### src/hw/rtl/dual_encoder_speed_pid_core_macros.svh
// Assertion macros shared by the dual encoder speed PID core.
`ifndef DUAL_ENCODER_SPEED_PID_CORE_MACROS_SVH
`define DUAL_ENCODER_SPEED_PID_CORE_MACROS_SVH
`ifndef SYNTH
// Same-cycle implication, checked at every rising clock edge outside reset.
`define DSPID_ASSERT_SAME(label, clk, rst, ante, cons) \
   label: assert property (@(posedge clk) disable iff (rst) (ante) |-> (cons)) \
      else $error("dspid assertion failed");
// Next-cycle implication, checked at every rising clock edge outside reset.
`define DSPID_ASSERT_NEXT(label, clk, rst, ante, cons) \
   label: assert property (@(posedge clk) disable iff (rst) (ante) |=> (cons)) \
      else $error("dspid assertion failed");
`else
`define DSPID_ASSERT_SAME(label, clk, rst, ante, cons)
`define DSPID_ASSERT_NEXT(label, clk, rst, ante, cons)
`endif
`endif

### src/hw/rtl/dspid_pkg.sv
// Package with widths, codes and types of the dual encoder speed PID core.
`timescale 1ns / 1ps
package dspid_pkg;

   // Fixed point and field widths.
   localparam int FRAC_BITS = 8;
   localparam int DUTY_MAX  = 255;
   localparam int DUTY_W    = 8;
   localparam int POS_W     = 32;
   localparam int GAIN_W    = 16;
   localparam int TGT_W     = 16;
   localparam int DT_W      = 16;
   localparam int ERR_W     = 24;
   localparam int SUM_W     = 32;
   localparam int FUNC_W    = 2;
   localparam int CSR_IDX_W = 3;

   // Divider: magnitude of the dividend and signed quotient.
   localparam int DIV_W = POS_W + FRAC_BITS;
   localparam int QUO_W = DIV_W + 1;
   localparam int CNT_W = $clog2(DIV_W + 1);

   // Shared multiplier: signed A by unsigned B.
   localparam int MUL_A_W = 48;
   localparam int MUL_B_W = 16;
   localparam int MUL_P_W = MUL_A_W + MUL_B_W + 1;

   // Duty accumulator and the bound on the integral term.
   localparam int ACC_W    = 64;
   localparam int TERM_LOG = 60;

   localparam logic [GAIN_W-1:0] KP_RESET = GAIN_W'(3 << FRAC_BITS);

   // Request function codes.
   localparam logic [FUNC_W-1:0] FUNC_LEFT_ENC  = 2'd0;
   localparam logic [FUNC_W-1:0] FUNC_RIGHT_ENC = 2'd1;
   localparam logic [FUNC_W-1:0] FUNC_CONTROL   = 2'd2;

   // Register indexes of the configuration port.
   localparam logic [CSR_IDX_W-1:0] CSR_LEFT_KP  = 3'd0;
   localparam logic [CSR_IDX_W-1:0] CSR_LEFT_KI  = 3'd1;
   localparam logic [CSR_IDX_W-1:0] CSR_LEFT_KD  = 3'd2;
   localparam logic [CSR_IDX_W-1:0] CSR_RIGHT_KP = 3'd3;
   localparam logic [CSR_IDX_W-1:0] CSR_RIGHT_KI = 3'd4;
   localparam logic [CSR_IDX_W-1:0] CSR_RIGHT_KD = 3'd5;

   // Track selectors.
   localparam logic TRK_LEFT  = 1'b0;
   localparam logic TRK_RIGHT = 1'b1;

   // Sequencer states.
   typedef enum logic [3:0] {
      S_IDLE,
      S_SPEED,
      S_SPEED_WAIT,
      S_MUL_P,
      S_MUL_D,
      S_DIV_D,
      S_DIV_D_WAIT,
      S_MUL_I,
      S_ACC_I,
      S_UPDATE,
      S_RESP
   } state_type;

   // Divider status toward the sequencer.
   typedef struct packed {
      logic busy;
      logic done;
   } div_status_type;

endpackage

### src/hw/rtl/dspid_mul.sv
// Shared registered multiplier: signed operand times unsigned operand.
`timescale 1ns / 1ps
module dspid_mul (
   input  logic                                   clock,
   input  logic signed [dspid_pkg::MUL_A_W-1:0]   mul_a,
   input  logic        [dspid_pkg::MUL_B_W-1:0]   mul_b,
   output logic signed [dspid_pkg::MUL_P_W-1:0]   product
);
   import dspid_pkg::*;

   logic signed [MUL_B_W:0]   b_signed;
   logic signed [MUL_P_W-1:0] a_ext;
   logic signed [MUL_P_W-1:0] b_ext;
   logic signed [MUL_P_W-1:0] product_in;
   logic signed [MUL_P_W-1:0] product_ff;

   // Extend both operands to the product width and multiply.
   assign b_signed   = {1'b0, mul_b};
   assign a_ext      = MUL_P_W'(mul_a);
   assign b_ext      = MUL_P_W'(b_signed);
   assign product_in = a_ext * b_ext;

   // The product is registered before anything uses it.
   always_ff @(posedge clock) begin
      product_ff <= product_in;
   end

   assign product = product_ff;

endmodule

### config.mk
export PLATFORM = sky130hd
export DESIGN_NAME = dspid_mul
export DESIGN_NICKNAME = d
export VERILOG_FILES = /design/src/hw/rtl/dual_encoder_speed_pid_core_macros.svh /design/src/hw/rtl/dspid_pkg.sv /design/src/hw/rtl/dspid_mul.sv
export SDC_FILE = /design/constraint.sdc
export NUM_CORES = 2
export LEC_CHECK = 0
export ABC_AREA = 1
export BUFFER_PORTS_ARGS = -buffer_cell sky130_fd_sc_hd__buf_2
export CAP_MARGIN = 20
export CORE_MARGIN = 8
export CORE_UTILIZATION = 65
export DETAILED_ROUTE_END_ITERATION = 12
export GPL_TIMING_DRIVEN = 0
export PLACE_DENSITY = 0.83
export SLEW_MARGIN = 15
export SYNTH_ARGS = -nofsm -noshare
export SYNTH_HDL_FRONTEND = slang
export SYNTH_SLANG_ARGS = --single-unit
export TNS_END_PERCENT = 50
### constraint.sdc
create_clock -name clock -period 7.4 [get_ports clock]
set_clock_uncertainty 0.15 [all_clocks]
set_input_delay 0.37 -clock clock [delete_from_list [all_inputs] [get_ports clock]]
set_output_delay 0.37 -clock clock [all_outputs]
set_load 0.02 [all_outputs]
# After elaboration in Yosys (flattened, before gate mapping)

Cells that the tools add are included.

Multiply operators: 1

Operators by type and width:

| cell             | number |
|---|---|
| $mul A48 B17 Y65 | 1 |

Register bits: 65
Input port bits: 65

# Longest topological paths before layout

Depth after elaboration: 1
Mapped depth: 29
Depth with buffers taken out: 27

# Worst setup path after synthesis

No wires, ideal clock.

Path type: input -> register
Start: input port mul_b[6] (netlist name)
End: register product_ff[64], in the netlist product[64]
Stages: 23
Buffers on the path: 2
Required time: 7.138 ns
Setup slack: 1.644 ns
Arrival: 5.494 ns
Library setup time: 0.112 ns
Cell sequence: clkbuf_1 clkbuf_1 nand2_1 fa_1 inv_1 fa_1 fa_1 fa_1 fa_1 inv_1 fa_1 inv_1 ha_1 nand2_1 inv_1 a21oi_1 nand2_1 nand2_1 nand2_1 a21oi_1 nand2_1 nand2_1 nand2_1

Cells in the longest elaborated chain, start to end: 1

Ends and longest elaborated chain:

| element              | RTL line        | RTL |
|---|---|---|
| start, declared      | dspid_mul.sv:6  | `input logic [dspid_pkg::MUL_B_W-1:0] mul_b,` |
| $mul A48 B17 Y65     | dspid_mul.sv:21 | `assign product_in = a_ext * b_ext;` |
| via product_in[64]   | dspid_mul.sv:14 | `logic signed [MUL_P_W-1:0] product_in;` |
| end signal, assigned | dspid_mul.sv:25 | `product_ff <= product_in;` |
| end, declared        | dspid_mul.sv:15 | `logic signed [MUL_P_W-1:0] product_ff;` |

The timed path passes the listed nets, and every way through them passes these cells.

# Worst setup path in the final report

Start: input port mul_b[3] (netlist name)
End: register product_ff[39], in the netlist product[39]

Same word-level chain as after synthesis.

==> impl_metrics.yaml <==
status:
  outcome: "finished, final reports clean"
sta:
  final.period_utilization_pct: 95.33
  fin_ws_ns: 0.3459
  period_minus_slack_ns: 7.054
  setup_viol: 0
  fmax_ghz: 0.1418
  slew_headroom_pct: 11.23
  finalHoldViolCount: 0
  tns_ns: 0
  worstMarginPinSlew_ns: 1.332
  grt_setup_unrepaired: "no"
  drv_slew: 0
floorplanning:
  core.rowCount: 78
  dieWidth_microns: 230.7
  initial_core_util_pct: 65.86
  pin_count: 130
  dieArea_sq_mm: 0.05320
  die_height_microns: 230.7
  coreArea_sq_mm: 0.04548
global_route:
  grt.total_usage_pct: 35.88
  overflow: 0
  antenna_found_initial: 5
  grt_max_degree: 14
  grt_pass1_wl_microns: 145400
  grt_pass1_vias: 26870
clocking:
  cts_root_buffer: "clkbuf_16"
  cts_buffers: 9
  cts_setup_buffers: 0
  cts_buffer_depth: 2
  cts_sinks: 65
  cts_resized: 0
  cts_tree: "built"
  hold_buffers: 0
  clk_pin_slew_worst_paths_ns: 0.07
  cts_max_level: 3
setup_path:
  cp_top_family: "adder cells"
  path_buf_inv: 5
  startpoint_type: "primary input"
  slowest_stage: "clkbuf_1"
  path_class: "primary input to flop"
  max_stage_delay_ns: 0.87
  required_ns: 7.50
  path_max_fanout: 10
  cp.arrival_ns: 7.15
  cp_cell_sequence: "clkbuf_1 -> clkbuf_1 -> nand2_1 -> fa_1 -> fa_1 -> fa_1 -> inv_1 -> fa_1 -> fa_1 -> inv_1 -> fa_1 -> inv_1 -> ha_1 -> nand2_1 -> nor2_1 -> nand2_1 -> nor2_2 -> nand2_1 -> nand2_2 -> nand2_1 -> nand3_1 -> nand2_1"
  critPathCaptureType: "flop"
cells_and_area:
  multi_input_area_sq_mm: 0.02289
  layout_commonest_cell: "inv_1"
  most-common-layout-cells: "inv_1 (1359), nand2_1 (1321), fa_1 (713)"
  fin_util_pct: 69.24
  fillers: 3772
  final_layout_size_suffix_gt1_share_pct: 2.765
  regArea_sq_mm: 0.001301
  largest_register_ffs: 65
  syn_to_final_growth_pct: 5.130
  final_nets: 5118
routing:
  wire_per_inst_microns: 19.40
  wirelength_microns: 93100
  via_per_inst: 5.314
  vias: 25500
  drc: 0
  first_pass_iters: 7
  drt_iter0_drc: 2430
  ant_nets: 0
synth:
  syn-num-nets: 5033
  synth_top_family_by_area: "adder cells"
  synthTopCellsByArea: "fa_1 (48%), inv_1 (17%), nand2_1 (17%)"
  ys_seq_area_share_pct: 4.345
  synth_cell_types: 24
  synth.top_cell.area_share_pct: 47.66
  avgSynthCellArea_sq_um: 7.295
  syn_inst: 4106
  synth_seq_cells: 65
  synthMuxAreaShare_pct: 0
  synth_top_cell_by_area: "fa_1"
  synth-adder-area-share_pct: 53.88
  synth_simple_gate_area_share_pct: 20.30
  netlist_area_sq_mm: 0.02995
  yosys_warnings: 0
  synth_compound_area_share_pct: 1.270
  synth-xor-area-share_pct: 0.9650
placement:
  pre_cts_slack_ns: 0.03630
  place_congestion: 0.9943
  dp.final_hpwl_microns: 78910
  portBuffers: 65
job:
  drv_cap: 0
min_path:
  hold_class: "primary input to flop"
kinds of logic after synthesis:
kind of cell | after synthesis
buffers and inverters | 1535
and+or+nand+nor | 1541
AOI/OAI and AO/OA | 70
DFF | 65
xor gates and xnor gates | 33
adders and majority gates | 862
per-stage QoR:
step                hold slack, ns  cells  instance area (sq um)
floorplan                   0.5410   4106                  29950
global placement            0.6370   4771                  31030
detailed placement          0.6371   4775                  31080
CTS                         0.4496   4791                  31420
global route                0.4786   4797                  31490
finish                      0.4642   4798                  31490
cell type report:
class / count / area share [%]
clock buffer: 10 / 0.7590
timing repair buffer: 74 / 1.403
buffer: 176 / 2.106
multi-input combinational: 2506 / 72.69
tap: 600 / 2.384
clock inverter: 6 / 0.3099
sequential: 65 / 4.133
inverter: 1359 / 16.20
antenna: 2 / 0.01589
final timing paths:
check / startpoint / to / slack (ns) / depth (start not counted)
max: mul_b[3] / product[39] / 0.35 / 22
min: mul_a[1] / product[1] / 0.46 / 4
per-layer routing:
layer  part of all wire, %  GRT usage [%]
met3                    13          10.73
met1                    33          41.17
met2                    45          57.53
met5                 0.061              0
met4                   8.6          24.93
synth_stat cells (all sizes together):
cell and instances:
a21oi 50, and2 4, and3 7, buf 1, clkbuf 175, dfxtp 65
fa 713, ha 149, inv 1359, nand2 1325, nand3 76, nand3b 2
nand4 24, nor2 84, nor3 12, nor4 7, o21ai 8, o21bai 12
xnor2 5, xor2 28
worst min-delay path: cells and delay by family:
kind                     cells  cell delay, ns
adder cells (fa/ha/maj)      1            0.11
buffers and inverters        2            0.35
AND/OR/NAND/NOR              1            0.10
Power is left out: the tool's default activity adds up to more than one toggle a clock period on the data nets, which glitch-free logic cannot reach.
