<file path="src/hw/rtl/dual_encoder_speed_pid_core_macros.svh">
// Assertion macros shared by the dual encoder speed PID core.
`ifndef DUAL_ENCODER_SPEED_PID_CORE_MACROS_SVH
`define DUAL_ENCODER_SPEED_PID_CORE_MACROS_SVH
`ifndef SYNTH
// Same-cycle implication, checked at every rising clock edge outside reset.
`define DSPID_ASSERT_SAME(label, clk, rst, ante, cons) \
   label: assert property (@(posedge clk) disable iff (rst) (ante) |-> (cons)) \
      else $error("dspid assertion failed");
// Next-cycle implication, checked at every rising clock edge outside reset.
`define DSPID_ASSERT_NEXT(label, clk, rst, ante, cons) \
   label: assert property (@(posedge clk) disable iff (rst) (ante) |=> (cons)) \
      else $error("dspid assertion failed");
`else
`define DSPID_ASSERT_SAME(label, clk, rst, ante, cons)
`define DSPID_ASSERT_NEXT(label, clk, rst, ante, cons)
`endif
`endif

</file>
<file path="src/hw/rtl/dspid_pkg.sv">
// Package with widths, codes and types of the dual encoder speed PID core.
`timescale 1ns / 1ps
package dspid_pkg;

   // Fixed point and field widths.
   localparam int FRAC_BITS = 8;
   localparam int DUTY_MAX  = 255;
   localparam int DUTY_W    = 8;
   localparam int POS_W     = 32;
   localparam int GAIN_W    = 16;
   localparam int TGT_W     = 16;
   localparam int DT_W      = 16;
   localparam int ERR_W     = 24;
   localparam int SUM_W     = 32;
   localparam int FUNC_W    = 2;
   localparam int CSR_IDX_W = 3;

   // Divider: magnitude of the dividend and signed quotient.
   localparam int DIV_W = POS_W + FRAC_BITS;
   localparam int QUO_W = DIV_W + 1;
   localparam int CNT_W = $clog2(DIV_W + 1);

   // Shared multiplier: signed A by unsigned B.
   localparam int MUL_A_W = 48;
   localparam int MUL_B_W = 16;
   localparam int MUL_P_W = MUL_A_W + MUL_B_W + 1;

   // Duty accumulator and the bound on the integral term.
   localparam int ACC_W    = 64;
   localparam int TERM_LOG = 60;

   localparam logic [GAIN_W-1:0] KP_RESET = GAIN_W'(3 << FRAC_BITS);

   // Request function codes.
   localparam logic [FUNC_W-1:0] FUNC_LEFT_ENC  = 2'd0;
   localparam logic [FUNC_W-1:0] FUNC_RIGHT_ENC = 2'd1;
   localparam logic [FUNC_W-1:0] FUNC_CONTROL   = 2'd2;

   // Register indexes of the configuration port.
   localparam logic [CSR_IDX_W-1:0] CSR_LEFT_KP  = 3'd0;
   localparam logic [CSR_IDX_W-1:0] CSR_LEFT_KI  = 3'd1;
   localparam logic [CSR_IDX_W-1:0] CSR_LEFT_KD  = 3'd2;
   localparam logic [CSR_IDX_W-1:0] CSR_RIGHT_KP = 3'd3;
   localparam logic [CSR_IDX_W-1:0] CSR_RIGHT_KI = 3'd4;
   localparam logic [CSR_IDX_W-1:0] CSR_RIGHT_KD = 3'd5;

   // Track selectors.
   localparam logic TRK_LEFT  = 1'b0;
   localparam logic TRK_RIGHT = 1'b1;

   // Sequencer states.
   typedef enum logic [3:0] {
      S_IDLE,
      S_SPEED,
      S_SPEED_WAIT,
      S_MUL_P,
      S_MUL_D,
      S_DIV_D,
      S_DIV_D_WAIT,
      S_MUL_I,
      S_ACC_I,
      S_UPDATE,
      S_RESP
   } state_type;

   // Divider status toward the sequencer.
   typedef struct packed {
      logic busy;
      logic done;
   } div_status_type;

endpackage

</file>
<file path="src/hw/rtl/dspid_div.sv">
// Shared restoring divider: one quotient bit per cycle, sign applied at the end.
`timescale 1ns / 1ps
module dspid_div (
   input  logic                                 clock,
   input  logic                                 reset,
   input  logic                                 start,
   input  logic [dspid_pkg::DIV_W-1:0]          dividend,
   input  logic                                 negative,
   input  logic [dspid_pkg::DT_W-1:0]           divisor,
   output logic signed [dspid_pkg::QUO_W-1:0]   quotient,
   output dspid_pkg::div_status_type            status
);
   import dspid_pkg::*;

   logic                    busy_ff, busy_in;
   logic                    fix_ff, fix_in;
   logic                    done_ff, done_in;
   logic [CNT_W-1:0]        cnt_ff, cnt_in;
   logic [DIV_W-1:0]        quo_ff, quo_in;
   logic [DT_W-1:0]         rem_ff, rem_in;
   logic [DT_W-1:0]         dvs_ff, dvs_in;
   logic                    neg_ff, neg_in;
   logic signed [QUO_W-1:0] res_ff, res_in;
   logic [DT_W:0]           shifted;
   logic [DT_W+1:0]         trial;
   logic                    fits;

   // One trial subtraction of the shifted remainder.
   assign shifted = {rem_ff, quo_ff[DIV_W-1]};
   assign trial   = {1'b0, shifted} - {2'b00, dvs_ff};
   assign fits    = ~trial[DT_W+1];

   // Step control: load, iterate, apply the sign, flag completion.
   always_comb begin
      busy_in = busy_ff;
      fix_in  = 1'b0;
      done_in = fix_ff;
      cnt_in  = cnt_ff;
      quo_in  = quo_ff;
      rem_in  = rem_ff;
      dvs_in  = dvs_ff;
      neg_in  = neg_ff;
      res_in  = res_ff;
      if (start) begin
         busy_in = 1'b1;
         cnt_in  = CNT_W'(DIV_W);
         quo_in  = dividend;
         rem_in  = '0;
         dvs_in  = divisor;
         neg_in  = negative;
      end else if (busy_ff) begin
         quo_in = {quo_ff[DIV_W-2:0], fits};
         rem_in = fits ? trial[DT_W-1:0] : shifted[DT_W-1:0];
         cnt_in = cnt_ff - 1'b1;
         if (cnt_ff == CNT_W'(1)) begin
            busy_in = 1'b0;
            fix_in  = 1'b1;
         end
      end
      if (fix_ff) begin
         res_in = neg_ff ? -$signed({1'b0, quo_ff}) : $signed({1'b0, quo_ff});
      end
   end

   always_ff @(posedge clock) begin
      if (reset) begin
         busy_ff <= 1'b0;
         fix_ff  <= 1'b0;
         done_ff <= 1'b0;
         cnt_ff  <= '0;
      end else begin
         busy_ff <= busy_in;
         fix_ff  <= fix_in;
         done_ff <= done_in;
         cnt_ff  <= cnt_in;
      end
   end

   always_ff @(posedge clock) begin
      quo_ff <= quo_in;
      rem_ff <= rem_in;
      dvs_ff <= dvs_in;
      neg_ff <= neg_in;
      res_ff <= res_in;
   end

   assign quotient    = res_ff;
   assign status.busy = busy_ff | fix_ff;
   assign status.done = done_ff;

endmodule
</file>
<file path="config.mk">
export PLATFORM = sky130hd
export DESIGN_NAME = dspid_div
export DESIGN_NICKNAME = d
export VERILOG_FILES = /design/src/hw/rtl/dual_encoder_speed_pid_core_macros.svh /design/src/hw/rtl/dspid_pkg.sv /design/src/hw/rtl/dspid_div.sv
export SDC_FILE = /design/constraint.sdc
export NUM_CORES = 1
export LEC_CHECK = 0
export BUFFER_PORTS_ARGS = -buffer_cell sky130_fd_sc_hd__buf_2
export CORE_ASPECT_RATIO = 1.75
export CORE_UTILIZATION = 40
export DETAILED_ROUTE_END_ITERATION = 12
export PLACE_DENSITY = 0.67
export SETUP_SLACK_MARGIN = 0.02
export SYNTH_ARGS = -nofsm -noshare
export SYNTH_HDL_FRONTEND = slang
export SYNTH_SLANG_ARGS = --single-unit
</file>
<file path="constraint.sdc">
create_clock -name clock -period 5.48 [get_ports clock]
set_clock_uncertainty 0.2 [all_clocks]
set_input_delay 1.096 -clock clock [delete_from_list [all_inputs] [get_ports clock]]
set_output_delay 1.096 -clock clock [all_outputs]
set_load 0.05 [all_outputs]
</file>
After elaboration in Yosys (flattened, before gate mapping)
Cells that the tools add are included.

storage, ports and cells
  output and inout bits = 43
  register bits after elaboration = 123

cells by class
  equality and inequality tests = 1
  reductions and logical operators = 3
  bitwise operators = 3
  add/subtract/negate cells = 3
  multiplexer cells = 10

operators with widths
  operator             count
  $mux 40              3
  $neg 40->41          1
  $sub 17x16->18       1
  $mux 16              1
  $mux 6               2
  $eq 6x1->1 const B   1
  $sub 6x1->6 const B  1
  $mux 1               4
  $reduce_or 3->1      1
  $not 1->1            2
  $reduce_bool 2->1    1
  $reduce_or 2->1      1
  $or 1x1->1           1

Longest topological paths before layout
  depth after elaboration = 4
  depth in mapped cells = 10
  mapped depth without buffers = 10

Least setup slack after synthesis
Ideal clock, no wire load.

  kind = register to output
  start = register fix_ff (netlist: done_in)
  end = output port status[1] (netlist name)
  path buffers = 0
  data arrival time = 1.625 ns
  cell stages (with the launch flop) = 2
  setup slack = 2.559 ns
  data required time = 4.184 ns
  path through = dfxtp_1 > or2_2

RTL lines
  item                    line             text
  start, declared         dspid_div.sv:16  logic fix_ff, fix_in;
  start signal, assigned  dspid_div.sv:73  fix_ff <= fix_in;
  end, declared           dspid_div.sv:11  output dspid_pkg::div_status_type status

Worst setup path in the final report
  start = register quo_ff[39]
  end = register rem_ff[6]

on the way
  cells in the longest elaborated chain, start to end = 2

ends and longest elaborated chain
  item                    line             text
  start, declared         dspid_div.sv:19  logic [DIV_W-1:0] quo_ff, quo_in;
  start signal, assigned  dspid_div.sv:80  quo_ff <= quo_in;
  $sub 17x16->18          dspid_div.sv:30  assign trial = {1'b0, shifted} - {2'b00, dvs_ff};
  $mux 16                 dspid_div.sv:53  rem_in = fits ? trial[DT_W-1:0] : shifted[DT_W-1:0];
  end signal, assigned    dspid_div.sv:81  rem_ff <= rem_in;
  end, declared           dspid_div.sv:20  logic [DT_W-1:0] rem_ff, rem_in;

No other way between the ends.
A chain may end at the register's enable or synchronous reset.

==> results.json <==
{
  "grt_pass1_vias": 4708,
  "drtIter0Drc": 246,
  "clockBufferDepth": 2,
  "synth.most_common_cell": "edfxtp_1",
  "avgSynthCellArea_um2": 11.8,
  "worst_pin_slew_ps": 1210,
  "viasPerCell": 5.54,
  "fin_setup_tns_ps": 0,
  "nets": 715,
  "cp.buffers_inverters": 1,
  "n_antenna_cell": 0,
  "p_leak_nw": 2.90,
  "worstPathArrival_ps": 3370,
  "setup_ws_ps": 2220,
  "critPathTopFamily": "compound AO/OA/AOI/OAI gates",
  "path_clk_slew_ps": 60,
  "cap_violations": 0,
  "end_kind": "flop",
  "die_h_um": 168,
  "drive_gt1_frac": 0.290,
  "die-area_um2": 16300,
  "place_inst": 802,
  "synth_edf_count": 98,
  "syn-num-nets": 614,
  "min_period_ps": 3260,
  "syn_area_um2": 6300,
  "setup_viol_count_final": 0,
  "cts_buffers": 17,
  "hold_buffers": 0,
  "synth_ff_type": "edfxtp_1",
  "grt_pass1_wl_mm": 23.6,
  "drtAntennaViolNets": 0,
  "critPathKind": "reg2reg",
  "drv_slew": 0,
  "crit_chain": "inv_1, ha_1, nor2b_1, o2111ai_1, a211o_1, a21oi_1, o21ai_0, a311oi_1",
  "async_flop_share": 0,
  "hold_viol_final": 0,
  "place_congestion": 0.904,
  "p_per_area_nw_per_um2": 331,
  "ys_seq_area_frac": 0.546,
  "clk_latency_ps": 410,
  "nFillCells": 1341,
  "fin_total_pwr_mw": 2.50,
  "final_area_um2": 7550,
  "tritoncts": "done",
  "status": "finished clean",
  "rsz0062_at_grt": "no",
  "yosys_warnings": 0,
  "postCtsSetupRepairBufs": 0,
  "synth_common_cells": "edfxtp_1 (98), xnor2_1 (48), nand2_1 (44)",
  "core_um2": 15400,
  "wl_per_cell_um": 17.6,
  "portBuffers": 102,
  "cp_max_fo": 15,
  "netlist.top_cell.by_area": "edfxtp_1",
  "synthTopCellsByArea": "edfxtp_1 (47%), dfxtp_1 (7.9%), mux2_2 (6.8%)",
  "fmax_mhz": 307,
  "critPathMaxStageDelay_ps": 940,
  "ir_worst_vdd_v": 0.000216,
  "fin_cells": 834,
  "rows": 60,
  "min_path_type": "reg2reg",
  "overflow": 0,
  "firstDrtPassIters": 4,
  "grt_max_degree": 45,
  "start_util": 0.410,
  "hpwl_mm": 10.6,
  "yosys.area.top_type_share": 0.467,
  "htreeDepth": 4,
  "antenna_found_initial": 0,
  "post_cts.resized_instances": 0,
  "preCtsSetupSlack_ps": 2280,
  "postSynthCellCount": 534,
  "cts-root-buf": "clkbuf_16",
  "placed_area_um2": 6980,
  "vias": 4623,
  "yosysUniqueCellTypes": 53,
  "ys_seq_elements": 123,
  "fin_crit_sh": 0.595,
  "die_w_um": 96.9,
  "drc": 0,
  "grtUsageTotal": 0.185,
  "numClockSinks": 123,
  "start_kind": "flop",
  "syn2layout_area_growth_pct": 19.8,
  "num_io_pins": 103,
  "cp.required_ps": 5580,
  "worst_path_max_delay_cell": "a21oi_1",
  "drt_wl_total_mm": 14.6,
  "slew_headroom": 0.191
}
[registers in the layout, summed over array words and instances (netlist names)]
name / flops
quotient: 41
quo_ff: 40
dvs_ff: 16
rem_ff: 16
cnt_ff: 6
busy_ff: 1
done_ff: 1
done_in: 1
neg_ff: 1
[final timing paths]
| kind | start | end | slack, ps | cells past startpoint |
|---|---|---|---|---|
| min | cnt_ff[1] | cnt_ff[1] | 300 | 2 |
| max | quo_ff[39] | rem_ff[6] | 2220 | 8 |
| min reg2reg | cnt_ff[1] | cnt_ff[1] | 300 | 2 |
| max reg2reg | quo_ff[39] | rem_ff[6] | 2220 | 8 |
[cells in the final DEF, fill, tap and decap left out, drive strengths merged, types with 10 or more instances in the layout]
| cell | synthesis | routed |
|---|---|---|
| a21o | 10 | 10 |
| a21oi | 10 | 10 |
| buf | 1 | 106 |
| clkbuf | 23 | 17 |
| dfxtp | 25 | 25 |
| edfxtp | 98 | 98 |
| ha | 19 | 19 |
| inv | 24 | 30 |
| mux2 | 38 | 38 |
| nand2 | 44 | 44 |
| nor2 | 27 | 27 |
| nor3 | 11 | 11 |
| o21ai | 22 | 22 |
| o31ai | 16 | 16 |
| xnor2 | 48 | 48 |
[area by class of cell]
type,count,area (um2),share of cell area
Clock inverter,15,141,0.0187
Clock buffer,17,425,0.0563
Inverter,24,90.1,0.0119
Timing Repair Buffer,106,541,0.0716
Multi-Input combinational cell,363,2680,0.354
Sequential cell,123,3440,0.456
Tap cell,186,233,0.0308
[logic make-up (layout without fill, tap and decap cells)]
group,count (synthesis),after routing,share of synthesized area
xor+xnor,54,54,0.0750
simple gates,138,138,0.110
fa+ha+maj,20,20,0.0409
buf+inv,48,162,0.0292
mux,41,41,0.0726
flops,123,123,0.546
compound gates,110,110,0.126
[stage by stage]
stage	utilization	hold slack, ps
global placement	0.454	285
floorplan	-	269
finish	0.491	297
detailed placement	0.454	288
global route	0.491	343
CTS	0.491	298
[where the power goes]
group / internal, mW / switching [mW] / total, mW
clock: 0.631 / 0.439 / 1.07
sequential: 1.08 / 0.0543 / 1.14
combinational: 0.139 / 0.155 / 0.294
total: 1.85 / 0.647 / 2.50
[worst reg2reg max path: stages, from the launching register on]
cell,delay (ps)
edfxtp_1,420
inv_1,60
ha_1,210
nor2b_1,140
o2111ai_1,240
a211o_1,410
a21oi_1,940
o21ai_0,180
a311oi_1,360
[layer usage]
layer	track usage	wire length, um
met3	0.0403	689
met1	0.193	5480
met5	0	0
met2	0.349	8110
met4	0.0824	359
(Power assumes the default switching activity.)
